[src/rtl/cau_pkg.sv]
// Shared types, constants and helper functions of the complex arithmetic unit.
package cau_pkg;

  // Word and internal widths
  localparam int WORD_BITS  = 32;
  localparam int PROD_BITS  = 2 * WORD_BITS;
  localparam int QUOT_BITS  = WORD_BITS + 1;
  localparam int ROOT_BITS  = WORD_BITS;
  localparam int SQREM_BITS = WORD_BITS + 3;
  localparam int CX_BITS    = WORD_BITS + 3;
  localparam int CZ_BITS    = WORD_BITS + 2;

  // Defaults of the top-level parameters
  localparam int FRAC_BITS_DEFAULT     = 16;
  localparam int CORDIC_STAGES_DEFAULT = 16;

  // Operation codes
  localparam logic [2:0] OP_ADD   = 3'd0;
  localparam logic [2:0] OP_SUB   = 3'd1;
  localparam logic [2:0] OP_MUL   = 3'd2;
  localparam logic [2:0] OP_DIV   = 3'd3;
  localparam logic [2:0] OP_MAG   = 3'd4;
  localparam logic [2:0] OP_PHASE = 3'd5;

  localparam logic [WORD_BITS-1:0] WORD_MAX = {1'b0, {(WORD_BITS-1){1'b1}}};
  localparam logic [WORD_BITS-1:0] WORD_MIN = {1'b1, {(WORD_BITS-1){1'b0}}};

  typedef struct packed {
    logic [2:0]                  operation;
    logic signed [WORD_BITS-1:0] a_re;
    logic signed [WORD_BITS-1:0] a_im;
    logic signed [WORD_BITS-1:0] b_re;
    logic signed [WORD_BITS-1:0] b_im;
  } in_item_t;

  typedef struct packed {
    logic signed [WORD_BITS-1:0] result_re;
    logic signed [WORD_BITS-1:0] result_im;
    logic                        saturated;
    logic                        divide_by_zero;
  } out_item_t;

  // State of one item as it moves down the cell row
  typedef struct packed {
    logic [2:0]                  op;
    logic [WORD_BITS-1:0]        dir_re;   // finished result for add/sub/mul/zero divide
    logic [WORD_BITS-1:0]        dir_im;
    logic                        dir_sat;
    logic                        dir_dz;
    logic [PROD_BITS-1:0]        den;
    logic [PROD_BITS-1:0]        num_re;
    logic [PROD_BITS-1:0]        num_im;
    logic [PROD_BITS-1:0]        rem_re;
    logic [PROD_BITS-1:0]        rem_im;
    logic [QUOT_BITS-1:0]        q_re;
    logic [QUOT_BITS-1:0]        q_im;
    logic                        big_re;
    logic                        big_im;
    logic                        neg_re;
    logic                        neg_im;
    logic [PROD_BITS-1:0]        sq_s;
    logic [SQREM_BITS-1:0]       sq_rem;
    logic [ROOT_BITS-1:0]        sq_root;
    logic signed [CX_BITS-1:0]   cx;
    logic signed [CX_BITS-1:0]   cy;
    logic signed [CZ_BITS-1:0]   cz;
    logic                        czero;
  } cell_t;

  // Number of cells: the divide needs one step per numerator bit plus fraction bits
  function automatic int cell_count(int frac);
    return PROD_BITS + frac;
  endfunction

  // Q30 angle rounded to frac fraction bits
  function automatic logic [CZ_BITS-1:0] round_q30(logic [63:0] t, int frac);
    int          sh;
    logic [63:0] r;
    sh = 30 - frac;
    if (sh <= 0) begin
      r = t;
    end else begin
      r = (t + (64'd1 << (sh - 1))) >> sh;
    end
    return r[CZ_BITS-1:0];
  endfunction

  // atan(2^-idx) at frac fraction bits
  function automatic logic [CZ_BITS-1:0] cordic_angle(int idx, int frac);
    logic [63:0] t;
    case (idx)
      0:  t = 64'h3243F6A8;
      1:  t = 64'h1DAC6705;
      2:  t = 64'h0FADBAFC;
      3:  t = 64'h07F56EA6;
      4:  t = 64'h03FEAB76;
      5:  t = 64'h01FFD55B;
      6:  t = 64'h00FFFAAA;
      7:  t = 64'h007FFF55;
      8:  t = 64'h003FFFEA;
      9:  t = 64'h001FFFFD;
      10: t = 64'h000FFFFF;
      11: t = 64'h0007FFFF;
      12: t = 64'h0003FFFF;
      13: t = 64'h0001FFFF;
      14: t = 64'h0000FFFF;
      15: t = 64'h00007FFF;
      16: t = 64'h00003FFF;
      17: t = 64'h00001FFF;
      18: t = 64'h00000FFF;
      19: t = 64'h000007FF;
      20: t = 64'h000003FF;
      21: t = 64'h000001FF;
      22: t = 64'h000000FF;
      23: t = 64'h0000007F;
      24: t = 64'h0000003F;
      25: t = 64'h0000001F;
      26: t = 64'h0000000F;
      27: t = 64'h00000008;
      28: t = 64'h00000004;
      29: t = 64'h00000002;
      30: t = 64'h00000001;
      default: t = 64'h0;
    endcase
    return round_q30(t, frac);
  endfunction

  function automatic logic [CZ_BITS-1:0] half_pi_angle(int frac);
    return round_q30(64'd1686629713, frac);
  endfunction

  // Clamp a one-bit-grown sum to the word range: {sat, value}
  function automatic logic [WORD_BITS:0] clamp_grown(logic [WORD_BITS:0] v);
    logic [WORD_BITS:0] r;
    if (v[WORD_BITS] != v[WORD_BITS-1]) begin
      r = {1'b1, (v[WORD_BITS] ? WORD_MIN : WORD_MAX)};
    end else begin
      r = {1'b0, v[WORD_BITS-1:0]};
    end
    return r;
  endfunction

endpackage

[src/rtl/cau_cell.sv]
// One cell: divide step for both parts; root step if INDEX < RB; CORDIC step if INDEX < CORDIC_STAGES.
module cau_cell #(
  parameter int INDEX         = 0,
  parameter int FRAC_BITS     = cau_pkg::FRAC_BITS_DEFAULT,
  parameter int CORDIC_STAGES = cau_pkg::CORDIC_STAGES_DEFAULT
) (
  input  logic           clk,
  input  logic           rst,
  input  logic           en,
  input  logic           in_valid,
  input  cau_pkg::cell_t in_cell,
  output logic           out_valid,
  output cau_pkg::cell_t out_cell
);

  localparam int PB = cau_pkg::PROD_BITS;
  localparam int QB = cau_pkg::QUOT_BITS;
  localparam int RB = cau_pkg::ROOT_BITS;
  localparam int SB = cau_pkg::SQREM_BITS;
  localparam logic [cau_pkg::CZ_BITS-1:0] ANG = cau_pkg::cordic_angle(INDEX, FRAC_BITS);

  cau_pkg::cell_t cell_next;
  logic [PB:0]    sh_re;
  logic [PB:0]    sh_im;
  logic [PB:0]    df_re;
  logic [PB:0]    df_im;
  logic           ge_re;
  logic           ge_im;
  logic [SB-1:0]  sq_sh;
  logic [SB-1:0]  sq_trial;
  logic [SB-1:0]  sq_df;
  logic           sq_ge;
  logic signed [cau_pkg::CX_BITS-1:0] dx;
  logic signed [cau_pkg::CX_BITS-1:0] dy;

  always_comb begin
    cell_next = in_cell;

    // restoring divide step, one numerator bit
    sh_re = {in_cell.rem_re, in_cell.num_re[PB-1]};
    sh_im = {in_cell.rem_im, in_cell.num_im[PB-1]};
    df_re = sh_re - {1'b0, in_cell.den};
    df_im = sh_im - {1'b0, in_cell.den};
    ge_re = sh_re >= {1'b0, in_cell.den};
    ge_im = sh_im >= {1'b0, in_cell.den};
    cell_next.rem_re = ge_re ? df_re[PB-1:0] : sh_re[PB-1:0];
    cell_next.rem_im = ge_im ? df_im[PB-1:0] : sh_im[PB-1:0];
    cell_next.num_re = {in_cell.num_re[PB-2:0], 1'b0};
    cell_next.num_im = {in_cell.num_im[PB-2:0], 1'b0};
    cell_next.big_re = in_cell.big_re | in_cell.q_re[QB-1];
    cell_next.big_im = in_cell.big_im | in_cell.q_im[QB-1];
    cell_next.q_re   = {in_cell.q_re[QB-2:0], ge_re};
    cell_next.q_im   = {in_cell.q_im[QB-2:0], ge_im};

    // square root step, two radicand bits
    sq_sh    = {in_cell.sq_rem[SB-3:0], in_cell.sq_s[PB-1:PB-2]};
    sq_trial = {{(SB-RB-2){1'b0}}, in_cell.sq_root, 2'b01};
    sq_df    = sq_sh - sq_trial;
    sq_ge    = sq_sh >= sq_trial;
    if (INDEX < RB) begin
      cell_next.sq_rem  = sq_ge ? sq_df : sq_sh;
      cell_next.sq_root = {in_cell.sq_root[RB-2:0], sq_ge};
      cell_next.sq_s    = {in_cell.sq_s[PB-3:0], 2'b00};
    end

    // vectoring CORDIC iteration
    dx = in_cell.cy >>> INDEX;
    dy = in_cell.cx >>> INDEX;
    if (INDEX < CORDIC_STAGES) begin
      if (!in_cell.cy[cau_pkg::CX_BITS-1]) begin
        cell_next.cx = in_cell.cx + dx;
        cell_next.cy = in_cell.cy - dy;
        cell_next.cz = in_cell.cz + ANG;
      end else begin
        cell_next.cx = in_cell.cx - dx;
        cell_next.cy = in_cell.cy + dy;
        cell_next.cz = in_cell.cz - ANG;
      end
    end
  end

  always_ff @(posedge clk) begin
    if (rst) begin
      out_valid <= 1'b0;
    end else if (en) begin
      out_valid <= in_valid;
    end
  end

  always_ff @(posedge clk) begin
    if (en) begin
      out_cell <= cell_next;
    end
  end

endmodule

[config.mk]
export PLATFORM = sky130hd
export DESIGN_NAME = cau_cell
export DESIGN_NICKNAME = d
export VERILOG_FILES = /design/src/rtl/cau_pkg.sv /design/src/rtl/cau_cell.sv
export SDC_FILE = /design/constraint.sdc
export NUM_CORES = 1
export LEC_CHECK = 0
export ABC_AREA = 1
export BUFFER_PORTS_ARGS = -buffer_cell sky130_fd_sc_hd__buf_2
export CAP_MARGIN = 20
export CORE_AREA = 2 2 536 538
export CTS_CLUSTER_DIAMETER = 150
export DETAILED_ROUTE_END_ITERATION = 7
export DIE_AREA = 0 0 538 540
export GPL_TIMING_DRIVEN = 0
export SLEW_MARGIN = 25
export SYNTH_ARGS = -nofsm -noshare
export SYNTH_HDL_FRONTEND = slang
export SYNTH_SLANG_ARGS = --single-unit
[constraint.sdc]
create_clock -name clk -period 3 [get_ports clk]
set_input_delay 0.15 -clock clk [delete_from_list [all_inputs] [get_ports clk]]
set_output_delay 0.15 -clock clk [all_outputs]
set_load 0.01 [all_outputs]
==> qor.yml <==
antenna_found_initial: 160
final_layout_size_suffix_gt1_share_pct: 19.80
fp.dieW_um: 538
yosys.area.top_type: "edfxtp_1"
grt_max_degree: 97
placementRows: 196
rsz0062_at_grt: "false"
nFillCells: 31520
yosys_warnings: 0
grt_usage_pct: 20.83
synth_seq_cells: 691
htree_levels: 3
hold_class: "primary input to flip-flop"
gp_congestion: 0.9969
cts_buffer_depth: 4
vias: 50550
ys_seq_area_share_pct: 44.96
max_freq_mhz: 337.0
synth_edf_count: 690
path_depth: 13
numCtsBuffers: 97
worst_pin_slew_ns: 1.062
io_buffers: 1388
async_flop_share_pct: 0
setup_viol: 0
power.density_nw_per_um2: 494.1
synthCells: 5988
cp_top_family: "simple AND/OR/NAND/NOR gates"
path_common_cell: "nand2_1"
path_clk_slew_ns: 0.06
clockRootBuffer: "clkbuf_16"
routed_wl_um: 316000
avgViaCountPerCell: 4.145
drt-initial-drc-count: 3951
ff2ff_path_depth: 3
period_share_pct: 98.90
final.setup.worst_slack_ns: 0.03298
leakage_uw: 0.03347
crit_path_end_kind: "flip-flop"
initial_core_util_pct: 16.22
drv_cap: 0
worstSetupPathType: "primary input to flip-flop"
drv_slew: 0
status: "completed"
wl_per_cell_um: 25.91
synthesis.area_um2: 46130
crit_chain: "dlygate4sd3_1, buf_2, ha_1, nand2_1, nor2_1, nand2_1, nor4_2, nand2_4, nand2_4, buf_8, buf_12, nand2_2, nand2_1"
die_y_um: 540
start_kind: "primary input"
path_max_fanout: 10
place_hpwl_um: 270200
die_area_um2: 290500
synth_top_area_share_pct: 44.91
io-pin-count: 1395
yosys-top-cells-area: "edfxtp_1 (45%), nand2_1 (17%), inv_1 (8.1%)"
gr-usage-met3_pct: 3.591
post-place-ws_ns: -1.786
fin_crit_ns: 2.967
synthFlopType: "edfxtp_1"
hold_depth: 3
grt_util_met2_pct: 37.74
crit_required_ns: 3.58
fin_skew_ns: 0
core_region_area_um2: 284500
drt_pass1_iterations: 7
final_nets: 9270
synth.avg_cell_area_um2: 7.704
power.total_uw: 34190
grt_pass1_wl_um: 410000
critPathMaxStageDelay_ns: 0.63
synth_cell_type_count: 51
syn_to_final_growth_pct: 49.99
arrival_ns: 3.54
route.detailed.drc: 0
grt.met1_usage_pct: 21.93
timing.critical_path.buf_inv: 4
slew_headroom_pct: 29.22
clk_latency_ns: 0.79
gr-total-overflow: 0
crit_slowest_cell: "dlygate4sd3_1"
busiest_layer: "met2"
peakVddDrop_v: 0.0004084
finalHoldViolCount: 0
ant_nets: 0
cts.sinks: 691
grt_pass1_vias: 48940
cts_tree: "yes"
[cell type report]
type | instances | area (um2) | share of cell area, %
multi-input combinational | 4195 | 21120 | 30.52
antenna | 87 | 217.7 | 0.3146
inverter | 1013 | 3806 | 5.501
tap | 3762 | 4707 | 6.803
sequential | 691 | 20740 | 29.97
clock inverter | 63 | 561.8 | 0.8119
timing repair buffer | 2185 | 15080 | 21.79
buffer | 90 | 488.0 | 0.7052
clock buffer | 111 | 2480 | 3.584
[metal layers]
metal | up-vias | wire (um)
met5 | - | 297
met1 | 23650 | 113500
met2 | 2244 | 157700
li1 | 23990 | -
met4 | 48 | 25100
met3 | 631 | 19450
[where the power goes]
part	switching, uW	internal (uW)
clock network	5030	6430
registers	420	11900
logic	6990	3420
[cells by family after synthesis]
kind of cell,count (synthesis),synth area share (%)
flops,691,44.96
compound gates,566,6.566
simple gates,3197,28.51
other cells,1,0.008129
xor+xnor,128,2.430
fa+ha+maj,298,8.180
buf+inv,1105,9.308
mux,2,0.04340
[stage by stage]
step,cells,cell area (um2),hold WS (ns),utilization [%],TNS [ns]
floorplan,5991,46140,0.2224,-,0
global placement,11140,57800,0.3061,20.32,-7042.81
detailed placement,11150,58030,0.3137,20.40,-73.01
CTS,12100,68880,-0.3773,24.21,0
global route,12150,69080,0.03036,24.28,0
finish,12200,69190,0.06553,24.32,0
[worst reg2reg max path: stages (launching register included)]
cell	delay, ns
dfxtp_1	0.30
mux2i_1	0.15
nor2_1	0.06
dlygate4sd3_1	0.55
[flip-flops by register name, indices dropped and copies added (netlist names)]
signal,cells
out_cell,690
out_valid,1
[final timing paths]
path	slack, ns	end	from
setup / recovery	0.03	out_cell[393]	in_cell[417]
hold / removal	0.07	out_cell[23]	in_cell[23]
setup reg to reg	1.82	out_valid	out_valid
hold reg to reg	1.07	out_valid	out_valid
[cells in the mapped netlist (7+ instances only)]
master    instances
nand2_2          15
clkbuf_1         38
ha_1            292
o22ai_1          10
o21ai_0         164
a21o_1           22
edfxtp_1        690
nand3_1         465
buf_1             7
xor2_1          114
nor2_1          457
inv_2            11
buf_2            29
o211ai_1          9
a21oi_1         310
nand3b_1         49
o21bai_1         20
o21a_1            9
nand4_1          30
nor3_1           46
nand2_1        2074
inv_1          1000
nor4_1           14
buf_4            10
xnor2_1          14
or2_2            12
o21ai_1          10
nor2_2            9
and3_1            9
[timing repair]
item	CTS	global route
pin swaps	0	1
gates resized for setup	3	5
buffers inserted	0	7
hold buffers	780	2
hold endpoints to repair	733	2
setup endpoints to repair	23	16
[placed cells by master, fill, tap and decap left out, drive strengths merged]
master	n
conb	4
a31oi	2
o21ai	175
buf	1457
o211a	2
clkbuf	147
dfxtp	1
nor3	46
fa	6
a211oi	1
o22ai	10
xor2	114
dlygate4sd3	782
edfxtp	690
xnor2	14
o21a	9
nand4	30
o211ai	9
nor4	16
mux2i	2
nand3b	49
ha	292
bufinv	5
clkinvlp	5
a21oi	310
and2	5
a21o	22
and3	9
nand3	466
nor2	469
or2	13
inv	1024
diode	87
nand2	2093
a21boi	6
nor3b	1
o21bai	20
clkinv	42
Note: power is estimated with default switching activity, not from simulation.
