[src/rtl/cau_pkg.sv]
// Shared types, constants and helper functions of the complex arithmetic unit.
package cau_pkg;

  // Word and internal widths
  localparam int WORD_BITS  = 32;
  localparam int PROD_BITS  = 2 * WORD_BITS;
  localparam int QUOT_BITS  = WORD_BITS + 1;
  localparam int ROOT_BITS  = WORD_BITS;
  localparam int SQREM_BITS = WORD_BITS + 3;
  localparam int CX_BITS    = WORD_BITS + 3;
  localparam int CZ_BITS    = WORD_BITS + 2;

  // Defaults of the top-level parameters
  localparam int FRAC_BITS_DEFAULT     = 16;
  localparam int CORDIC_STAGES_DEFAULT = 16;

  // Operation codes
  localparam logic [2:0] OP_ADD   = 3'd0;
  localparam logic [2:0] OP_SUB   = 3'd1;
  localparam logic [2:0] OP_MUL   = 3'd2;
  localparam logic [2:0] OP_DIV   = 3'd3;
  localparam logic [2:0] OP_MAG   = 3'd4;
  localparam logic [2:0] OP_PHASE = 3'd5;

  localparam logic [WORD_BITS-1:0] WORD_MAX = {1'b0, {(WORD_BITS-1){1'b1}}};
  localparam logic [WORD_BITS-1:0] WORD_MIN = {1'b1, {(WORD_BITS-1){1'b0}}};

  typedef struct packed {
    logic [2:0]                  operation;
    logic signed [WORD_BITS-1:0] a_re;
    logic signed [WORD_BITS-1:0] a_im;
    logic signed [WORD_BITS-1:0] b_re;
    logic signed [WORD_BITS-1:0] b_im;
  } in_item_t;

  typedef struct packed {
    logic signed [WORD_BITS-1:0] result_re;
    logic signed [WORD_BITS-1:0] result_im;
    logic                        saturated;
    logic                        divide_by_zero;
  } out_item_t;

  // State of one item as it moves down the cell row
  typedef struct packed {
    logic [2:0]                  op;
    logic [WORD_BITS-1:0]        dir_re;   // finished result for add/sub/mul/zero divide
    logic [WORD_BITS-1:0]        dir_im;
    logic                        dir_sat;
    logic                        dir_dz;
    logic [PROD_BITS-1:0]        den;
    logic [PROD_BITS-1:0]        num_re;
    logic [PROD_BITS-1:0]        num_im;
    logic [PROD_BITS-1:0]        rem_re;
    logic [PROD_BITS-1:0]        rem_im;
    logic [QUOT_BITS-1:0]        q_re;
    logic [QUOT_BITS-1:0]        q_im;
    logic                        big_re;
    logic                        big_im;
    logic                        neg_re;
    logic                        neg_im;
    logic [PROD_BITS-1:0]        sq_s;
    logic [SQREM_BITS-1:0]       sq_rem;
    logic [ROOT_BITS-1:0]        sq_root;
    logic signed [CX_BITS-1:0]   cx;
    logic signed [CX_BITS-1:0]   cy;
    logic signed [CZ_BITS-1:0]   cz;
    logic                        czero;
  } cell_t;

  // Number of cells: the divide needs one step per numerator bit plus fraction bits
  function automatic int cell_count(int frac);
    return PROD_BITS + frac;
  endfunction

  // Q30 angle rounded to frac fraction bits
  function automatic logic [CZ_BITS-1:0] round_q30(logic [63:0] t, int frac);
    int          sh;
    logic [63:0] r;
    sh = 30 - frac;
    if (sh <= 0) begin
      r = t;
    end else begin
      r = (t + (64'd1 << (sh - 1))) >> sh;
    end
    return r[CZ_BITS-1:0];
  endfunction

  // atan(2^-idx) at frac fraction bits
  function automatic logic [CZ_BITS-1:0] cordic_angle(int idx, int frac);
    logic [63:0] t;
    case (idx)
      0:  t = 64'h3243F6A8;
      1:  t = 64'h1DAC6705;
      2:  t = 64'h0FADBAFC;
      3:  t = 64'h07F56EA6;
      4:  t = 64'h03FEAB76;
      5:  t = 64'h01FFD55B;
      6:  t = 64'h00FFFAAA;
      7:  t = 64'h007FFF55;
      8:  t = 64'h003FFFEA;
      9:  t = 64'h001FFFFD;
      10: t = 64'h000FFFFF;
      11: t = 64'h0007FFFF;
      12: t = 64'h0003FFFF;
      13: t = 64'h0001FFFF;
      14: t = 64'h0000FFFF;
      15: t = 64'h00007FFF;
      16: t = 64'h00003FFF;
      17: t = 64'h00001FFF;
      18: t = 64'h00000FFF;
      19: t = 64'h000007FF;
      20: t = 64'h000003FF;
      21: t = 64'h000001FF;
      22: t = 64'h000000FF;
      23: t = 64'h0000007F;
      24: t = 64'h0000003F;
      25: t = 64'h0000001F;
      26: t = 64'h0000000F;
      27: t = 64'h00000008;
      28: t = 64'h00000004;
      29: t = 64'h00000002;
      30: t = 64'h00000001;
      default: t = 64'h0;
    endcase
    return round_q30(t, frac);
  endfunction

  function automatic logic [CZ_BITS-1:0] half_pi_angle(int frac);
    return round_q30(64'd1686629713, frac);
  endfunction

  // Clamp a one-bit-grown sum to the word range: {sat, value}
  function automatic logic [WORD_BITS:0] clamp_grown(logic [WORD_BITS:0] v);
    logic [WORD_BITS:0] r;
    if (v[WORD_BITS] != v[WORD_BITS-1]) begin
      r = {1'b1, (v[WORD_BITS] ? WORD_MIN : WORD_MAX)};
    end else begin
      r = {1'b0, v[WORD_BITS-1:0]};
    end
    return r;
  endfunction

endpackage

[src/rtl/cau_out_buffer.sv]
// Two-entry result buffer that decouples the cell row from the receiver.
module cau_out_buffer (
  input  logic               clk,
  input  logic               rst,
  input  logic               push,
  input  cau_pkg::out_item_t push_item,
  output logic               space,
  output logic               result_valid,
  input  logic               result_ready,
  output cau_pkg::out_item_t result
);

  cau_pkg::out_item_t entry0;
  cau_pkg::out_item_t entry1;
  logic [1:0]         count;
  logic               pop;

  assign result_valid = (count != 2'd0);
  assign result       = entry0;
  assign space        = (count != 2'd2);
  assign pop          = result_valid && result_ready;

  always_ff @(posedge clk) begin
    if (rst) begin
      count <= 2'd0;
    end else if (push && !pop) begin
      count <= count + 2'd1;
    end else if (pop && !push) begin
      count <= count - 2'd1;
    end
  end

  // entry0 is the head
  always_ff @(posedge clk) begin
    if (pop) begin
      entry0 <= (count == 2'd2) ? entry1 : push_item;
      if (push && count == 2'd2) begin
        entry1 <= push_item;
      end
    end else if (push) begin
      if (count == 2'd0) begin
        entry0 <= push_item;
      end else begin
        entry1 <= push_item;
      end
    end
  end

`ifndef SYNTH
  a_no_overflow: assert property (@(posedge clk) disable iff (rst)
    !(push && !space))
    else $error("result buffer pushed while full");
  a_full_holds: assert property (@(posedge clk) disable iff (rst)
    (count == 2'd2 && !pop) |=> !space)
    else $error("result buffer lost an item");
`endif

endmodule

[config.mk]
export PLATFORM = sky130hd
export DESIGN_NAME = cau_out_buffer
export DESIGN_NICKNAME = d
export VERILOG_FILES = /design/src/rtl/cau_pkg.sv /design/src/rtl/cau_out_buffer.sv
export SDC_FILE = /design/constraint.sdc
export NUM_CORES = 1
export LEC_CHECK = 0
export BUFFER_PORTS_ARGS = -buffer_cell sky130_fd_sc_hd__buf_2
export CORE_MARGIN = 2
export CORE_UTILIZATION = 30
export DETAILED_ROUTE_END_ITERATION = 10
export SYNTH_ARGS = -nofsm -noshare
export SYNTH_HDL_FRONTEND = slang
export SYNTH_SLANG_ARGS = --single-unit
export TNS_END_PERCENT = 30
[constraint.sdc]
create_clock -name clk -period 5.8 [get_ports clk]
set_input_delay 0.58 -clock clk [delete_from_list [all_inputs] [get_ports clk]]
set_output_delay 0.58 -clock clk [all_outputs]
set_load 0.01 [all_outputs]
==> flow_metrics.py, run 1 <==
metrics = {
    "logic_synthesis": {
        "yosysSeqAreaShare_pct": 78.4,
        "ys_ff_latch": 134,
        "syn_area_per_cell_um2": 22.6,
        "yosysWarnings": 0,
        "yosysUniqueCellTypes": 16,
        "syn_inst": 226,
        "synth_nets": 298,
        "syn_area_um2": 5100,
    },
    "worst_setup_path": {
        "endpoint": "result[4]",
        "path_max_fanout": 36,
        "critical-path-slowest-cell": "o21ai_4",
        "cp.buffers_inverters": 2,
        "r2r_end": "result[4]",
        "rrSetupSlack_ps": 3210,
        "startpoint": "count[1]",
        "worstSetupPathType": "reg2reg",
        "critical-path-top-delay-family": "compound AO/OA/AOI/OAI gates",
        "crit_cells": 4,
        "critPathRequiredTime_ps": 5850,
        "critPathCaptureType": "flop",
        "crit_chain": "nor2_1 -> inv_1 -> o21ai_4 -> buf_4",
        "crit_path_start_kind": "flop",
        "arrival_ps": 2640,
        "r2r_cells": 4,
        "timing.rr.start": "count[1]",
        "critPathMaxStageDelay_ps": 840,
    },
    "grt": {
        "grt_pass1_vias": 2825,
        "grt_usage_pct": 11.1,
        "grt_pass1_wl_mm": 14.9,
        "grt_max_degree": 67,
        "grt_antenna_before_repair": 0,
        "overflow": 0,
    },
    "finish": {
        "fin_util_pct": 40.0,
        "nNetsFinal": 450,
        "diodes": 0,
        "final_cell_count_no_fill": 610,
        "layout-drive-gt1-share_pct": 61.5,
        "area_growth_syn_to_layout_pct": 29.8,
    },
    "die": {
        "dieArea_um2": 18100,
        "initial_core_util_pct": 30.8,
        "boundaryPins": 138,
        "die_y_um": 134,
        "rows": 47,
        "coreArea_um2": 16600,
        "die-width_um": 134,
    },
    "clocking": {
        "clockBufferDepth": 2,
        "clk_pin_slew_ps": 60,
        "cts_buffers": 17,
        "cts_hold_buffers": 0,
        "post_cts_resized": 0,
        "cts_tree": "built",
        "cts_sinks": 134,
        "post-cts-setup-buffers": 0,
        "cts-htree-levels": 4,
        "clkLatencyLatePin_ps": 410,
        "cts_root_buffer": "clkbuf_16",
    },
    "sta": {
        "finalHoldViolations": 0,
        "fin_skew_ps": 5.93,
        "max_freq_ghz": 0.386,
        "setup-tns-final_ps": 0,
        "fin_crit_ps": 2590,
        "finalCritPeriodShare_pct": 44.7,
        "rsz0062_at_grt": "false",
        "setup_viol": 0,
        "finalWorstSetupSlack_ps": 3210,
        "worst_slew_pin_slew_ps": 1130,
        "relSlewSlack_pct": 24.7,
        "timing.final.max_slew_violations": 0,
    },
    "placement": {
        "dp.cells": 579,
        "io_buffers": 137,
        "dp_slack_ps": 3100,
        "dp_hpwl_mm": 6.21,
        "place_congestion": 0.728,
    },
    "pwr": {
        "ir_drop_uv": 364,
        "powerDensity_nw_per_um2": 517,
        "p_total_mw": 3.43,
        "cellLeakagePower_nw": 2.67,
    },
    "route": {
        "vias": 2601,
        "avgRoutedWirePerCell_um": 15.7,
        "drt_iter0_markers": 183,
        "antenna_left": 0,
        "routed_wirelength_mm": 9.59,
        "drtPass1Iterations": 4,
        "drt-vias-per-instance": 4.26,
        "drc": 0,
    },
    "outcome": {
        "status": "completed",
    },
    "run": {
        "cap_viol_max_count": 0,
    },
    "min_path": {
        "hold_class": "in2reg",
    },
}
-- power breakdown --
group	internal (mW)	switching, mW
sequential	1.49	0.0874
combinational	0.312	0.473
clock	0.669	0.395
-- synth_stat cells --
library cell  count  area (um^2)
a21oi_1           1         5.00
a31o_2            1         8.76
buf_2             2         10.0
buf_6             6         67.6
dfxtp_1           2         40.0
edfxtp_1        132         3960
ha_1              2         25.0
inv_1             2         7.51
mux2_2           26          293
mux2_4           40          601
nand2b_1          2         12.5
nand3b_4          1         20.0
nor2_1            3         11.3
nor3b_1           1         7.51
o21ai_0           3         15.0
xnor2_1           2         17.5
-- through the flow --
stage / cell area [um^2] / hold slack, ps
floorplan: 5110 / 525
global placement: 6040 / 530
detailed placement: 6040 / 533
CTS: 6630 / 331
global route: 6630 / 336
finish: 6630 / 358
-- cells by family after synthesis --
kind of cell | count (synthesis) | share of synthesized area, %
buffers and inverters | 10 | 1.67
DFF | 134 | 78.4
AOI/OAI and AO/OA | 5 | 0.564
and+or+nand+nor | 7 | 1.00
adders and majority gates | 2 | 0.490
muxes | 66 | 17.5
xor gates and xnor gates | 2 | 0.343
-- worst register-to-register path: cells and delay by family (launching register included) --
| kind | cells | cell delay, ps |
|---|---|---|
| AO/OA/AOI/OAI | 1 | 840 |
| buffers and inverters | 2 | 720 |
| flip-flops | 1 | 380 |
| AND/OR/NAND/NOR | 1 | 260 |
-- registers in the layout, indices dropped and copies added (netlist names) --
signal / flops
count: 2
entry1: 66
result: 66
-- metal layers --
layer  part of all wire, %  track usage, %  wire [um]  up-vias
li1                      -               -          -     1192
met1                    43            13.1       4160     1292
met2                    47            17.5       4510      105
met3                   7.8            4.42        749       12
met4                   1.8            5.79        168        0
met5                     0               0          0        -
-- worst min-delay path by stage --
stage | from | endpoint | slack [ps] | cells after the start
2_1_floorplan | entry1[52] | result[52] | 520 | 1
3_3_place_gp | entry1[52] | result[52] | 530 | 1
3_5_place_dp | entry1[60] | result[60] | 530 | 1
4_1_cts | push_item[55] | entry1[55] | 330 | 1
5_1_grt | push_item[18] | entry1[18] | 340 | 1
6_report | push_item[44] | entry1[44] | 360 | 1
-- layout by cell type (no fill, tap or decap), drive strengths merged --
cell type  instances
a31o               1
nor2               3
clkinvlp           3
clkinv             8
o21ai              3
mux2              66
ha                 2
xnor2              2
bufinv             3
nand2b             2
buf              141
nand3b             1
inv                2
nor3b              1
clkbuf            17
edfxtp           132
a21oi              1
dfxtp              2
-- layout make-up --
class	count	area (um^2)
clock buffers	17	425
clock inverters	14	161
fillers	1534	9960
inverters	2	7.51
multi-input cells	82	1040
flip-flops and latches	134	4000
well taps	220	275
repair buffers	141	716
Power figures use the tool's default switching activity.
==> inputs of run 2 (changes only) <==
- clock period: 5.8 -> 2.5 ns (I/O delays scaled with it)
==> flow_metrics.py, run 2 (synthesized netlist as in run 1, its figures left out) <==
metrics = {
    "route": {
        "vias": 2603,
        "drc": 0,
        "routed_wirelength_mm": 9.52,
        "drtPass1Iterations": 4,
        "antenna_left": 0,
        "avgRoutedWirePerCell_um": 15.4,
        "drt-vias-per-instance": 4.22,
        "drt_iter0_markers": 160,
    },
    "sta": {
        "worst_hold_slack_ps": 17.5,
        "fin_skew_ps": 10.4,
        "setup-tns-final_ps": 0,
        "relSlewSlack_pct": 61.5,
        "finalCritPeriodShare_pct": 69.7,
        "rsz0062_at_grt": "false",
        "finalHoldViolations": 0,
        "max_freq_ghz": 0.574,
        "setup_viol": 0,
        "worst_slew_pin_slew_ps": 577,
        "timing.final.max_slew_violations": 0,
        "fin_crit_ps": 1740,
    },
    "finish": {
        "fin_area_um2": 6680,
        "fin_util_pct": 40.3,
        "layout-drive-gt1-share_pct": 61.0,
        "final_cell_mix": "137 x buf_2, 132 x edfxtp_1, 40 x mux2_4",
        "diodes": 0,
        "area_growth_syn_to_layout_pct": 30.9,
        "nNetsFinal": 456,
        "final_common_cell": "buf_2",
    },
    "worst_setup_path": {
        "startpoint": "count[0]",
        "critPathCaptureType": "flop",
        "critical-path-slowest-cell": "buf_4",
        "crit_chain": "nand3b_4 -> buf_4 -> mux2_2",
        "critical-path-top-delay-family": "buffers and inverters",
        "arrival_ps": 1900,
        "timing.rr.start": "count[0]",
        "path_max_fanout": 34,
        "worstSetupPathType": "reg2reg",
        "crit_path_start_kind": "flop",
        "critPathRequiredTime_ps": 2660,
        "cp.buffers_inverters": 1,
        "critPathMaxStageDelay_ps": 470,
    },
    "grt": {
        "grt_usage_pct": 10.9,
        "grt_pass1_vias": 2798,
        "grt_pass1_wl_mm": 14.6,
        "grt_antenna_before_repair": 0,
        "overflow": 0,
        "grt_max_degree": 67,
    },
    "pwr": {
        "p_total_mw": 7.79,
        "clkPwrFrac_pct": 29.2,
        "ir_drop_uv": 550,
        "powerDensity_nw_per_um2": 1170,
        "internal_power_mw": 5.57,
        "switching_power_mw": 2.22,
        "swShare_pct": 28.5,
        "power_frac_comb_pct": 23.9,
        "cellLeakagePower_nw": 2.68,
        "seq_power_share_pct": 46.9,
    },
    "clocking": {
        "cts_root_buffer": "clkbuf_16",
        "clockBufferDepth": 2,
        "cts_buffers": 17,
        "cts_tree": "built",
        "cts-htree-levels": 4,
        "clkLatencyLatePin_ps": 420,
        "clk_pin_slew_ps": 60,
        "cts_sinks": 134,
    },
    "placement": {
        "place_congestion": 0.683,
        "io_buffers": 137,
        "dpl_cell_area_um2": 6080,
        "dp_hpwl_mm": 5.99,
    },
    "run": {
        "cap_viol_max_count": 0,
    },
    "min_path": {
        "hold_class": "in2reg",
        "hp-start": "push_item[11]",
    },
    "die": {
        "initial_core_util_pct": 30.8,
        "die_y_um": 134,
        "dieArea_um2": 18100,
        "rows": 47,
        "die-width_um": 134,
        "boundaryPins": 138,
        "coreArea_um2": 16600,
    },
    "outcome": {
        "status": "completed",
    },
}
-- run 2: changes by cell type in the layout (fill, tap and decap cells not counted), sizes merged --
cell	before	now
bufinv	3	1
clkinvlp	3	2
dlygate4sd3	0	6
clkinv	8	11
inv	2	3
-- run 2: what timing repair did --
| action | CTS | global route |
|---|---|---|
| setup buffers | 0 | 0 |
| resized for setup | 0 | 0 |
| setup endpoints to repair | 0 | 0 |
| endpoints found under the hold margin | 2 | 4 |
| hold buffers | 2 | 4 |
-- run 2: layout make-up --
| type | count | area, um^2 |
|---|---|---|
| inverters | 2 | 7.51 |
| fillers | 1536 | 9900 |
| clock buffers | 17 | 425 |
| repair buffers | 147 | 801 |
| multi-input cells | 82 | 1050 |
| flip-flops and latches | 134 | 4010 |
| clock inverters | 15 | 114 |
| well taps | 220 | 275 |
-- run 2: final timing paths --
path / endpoint / slack (ps) / cells after the start
hold reg to reg: result[6] / 540 / 1
hold / removal: entry1[11] / 20 / 1
setup / recovery: result[57] / 760 / 3
setup reg to reg: result[57] / 760 / 3
-- run 2: layer usage --
metal | vias to the layer above | share of wire (%) | track usage, %
met4 | 0 | 1.7 | 4.97
met3 | 14 | 7.3 | 5.03
met1 | 1276 | 44 | 13.3
met5 | - | 0 | 0
met2 | 101 | 47 | 16.5
li1 | 1212 | - | -
-- run 2: power by group through the flow --
| stage | Sequential (mW) | Combinational (mW) | Clock (mW) |
|---|---|---|---|
| floorplan | 3.93 | 0.928 | 0 |
| global placement | 3.69 | 1.89 | 0 |
| detailed placement | 3.71 | 1.92 | 0 |
| CTS | 3.67 | 1.93 | 2.35 |
| global route | 3.72 | 2.04 | 2.43 |
| finish | 3.66 | 1.86 | 2.27 |
-- run 2: through the flow --
step           setup WS [ps]  cells
5_1_grt                  668    617
4_1_cts                  739    613
3_5_place_dp             749    579
3_3_place_gp             788    579
2_1_floorplan           -322    226
6_report                 758    617
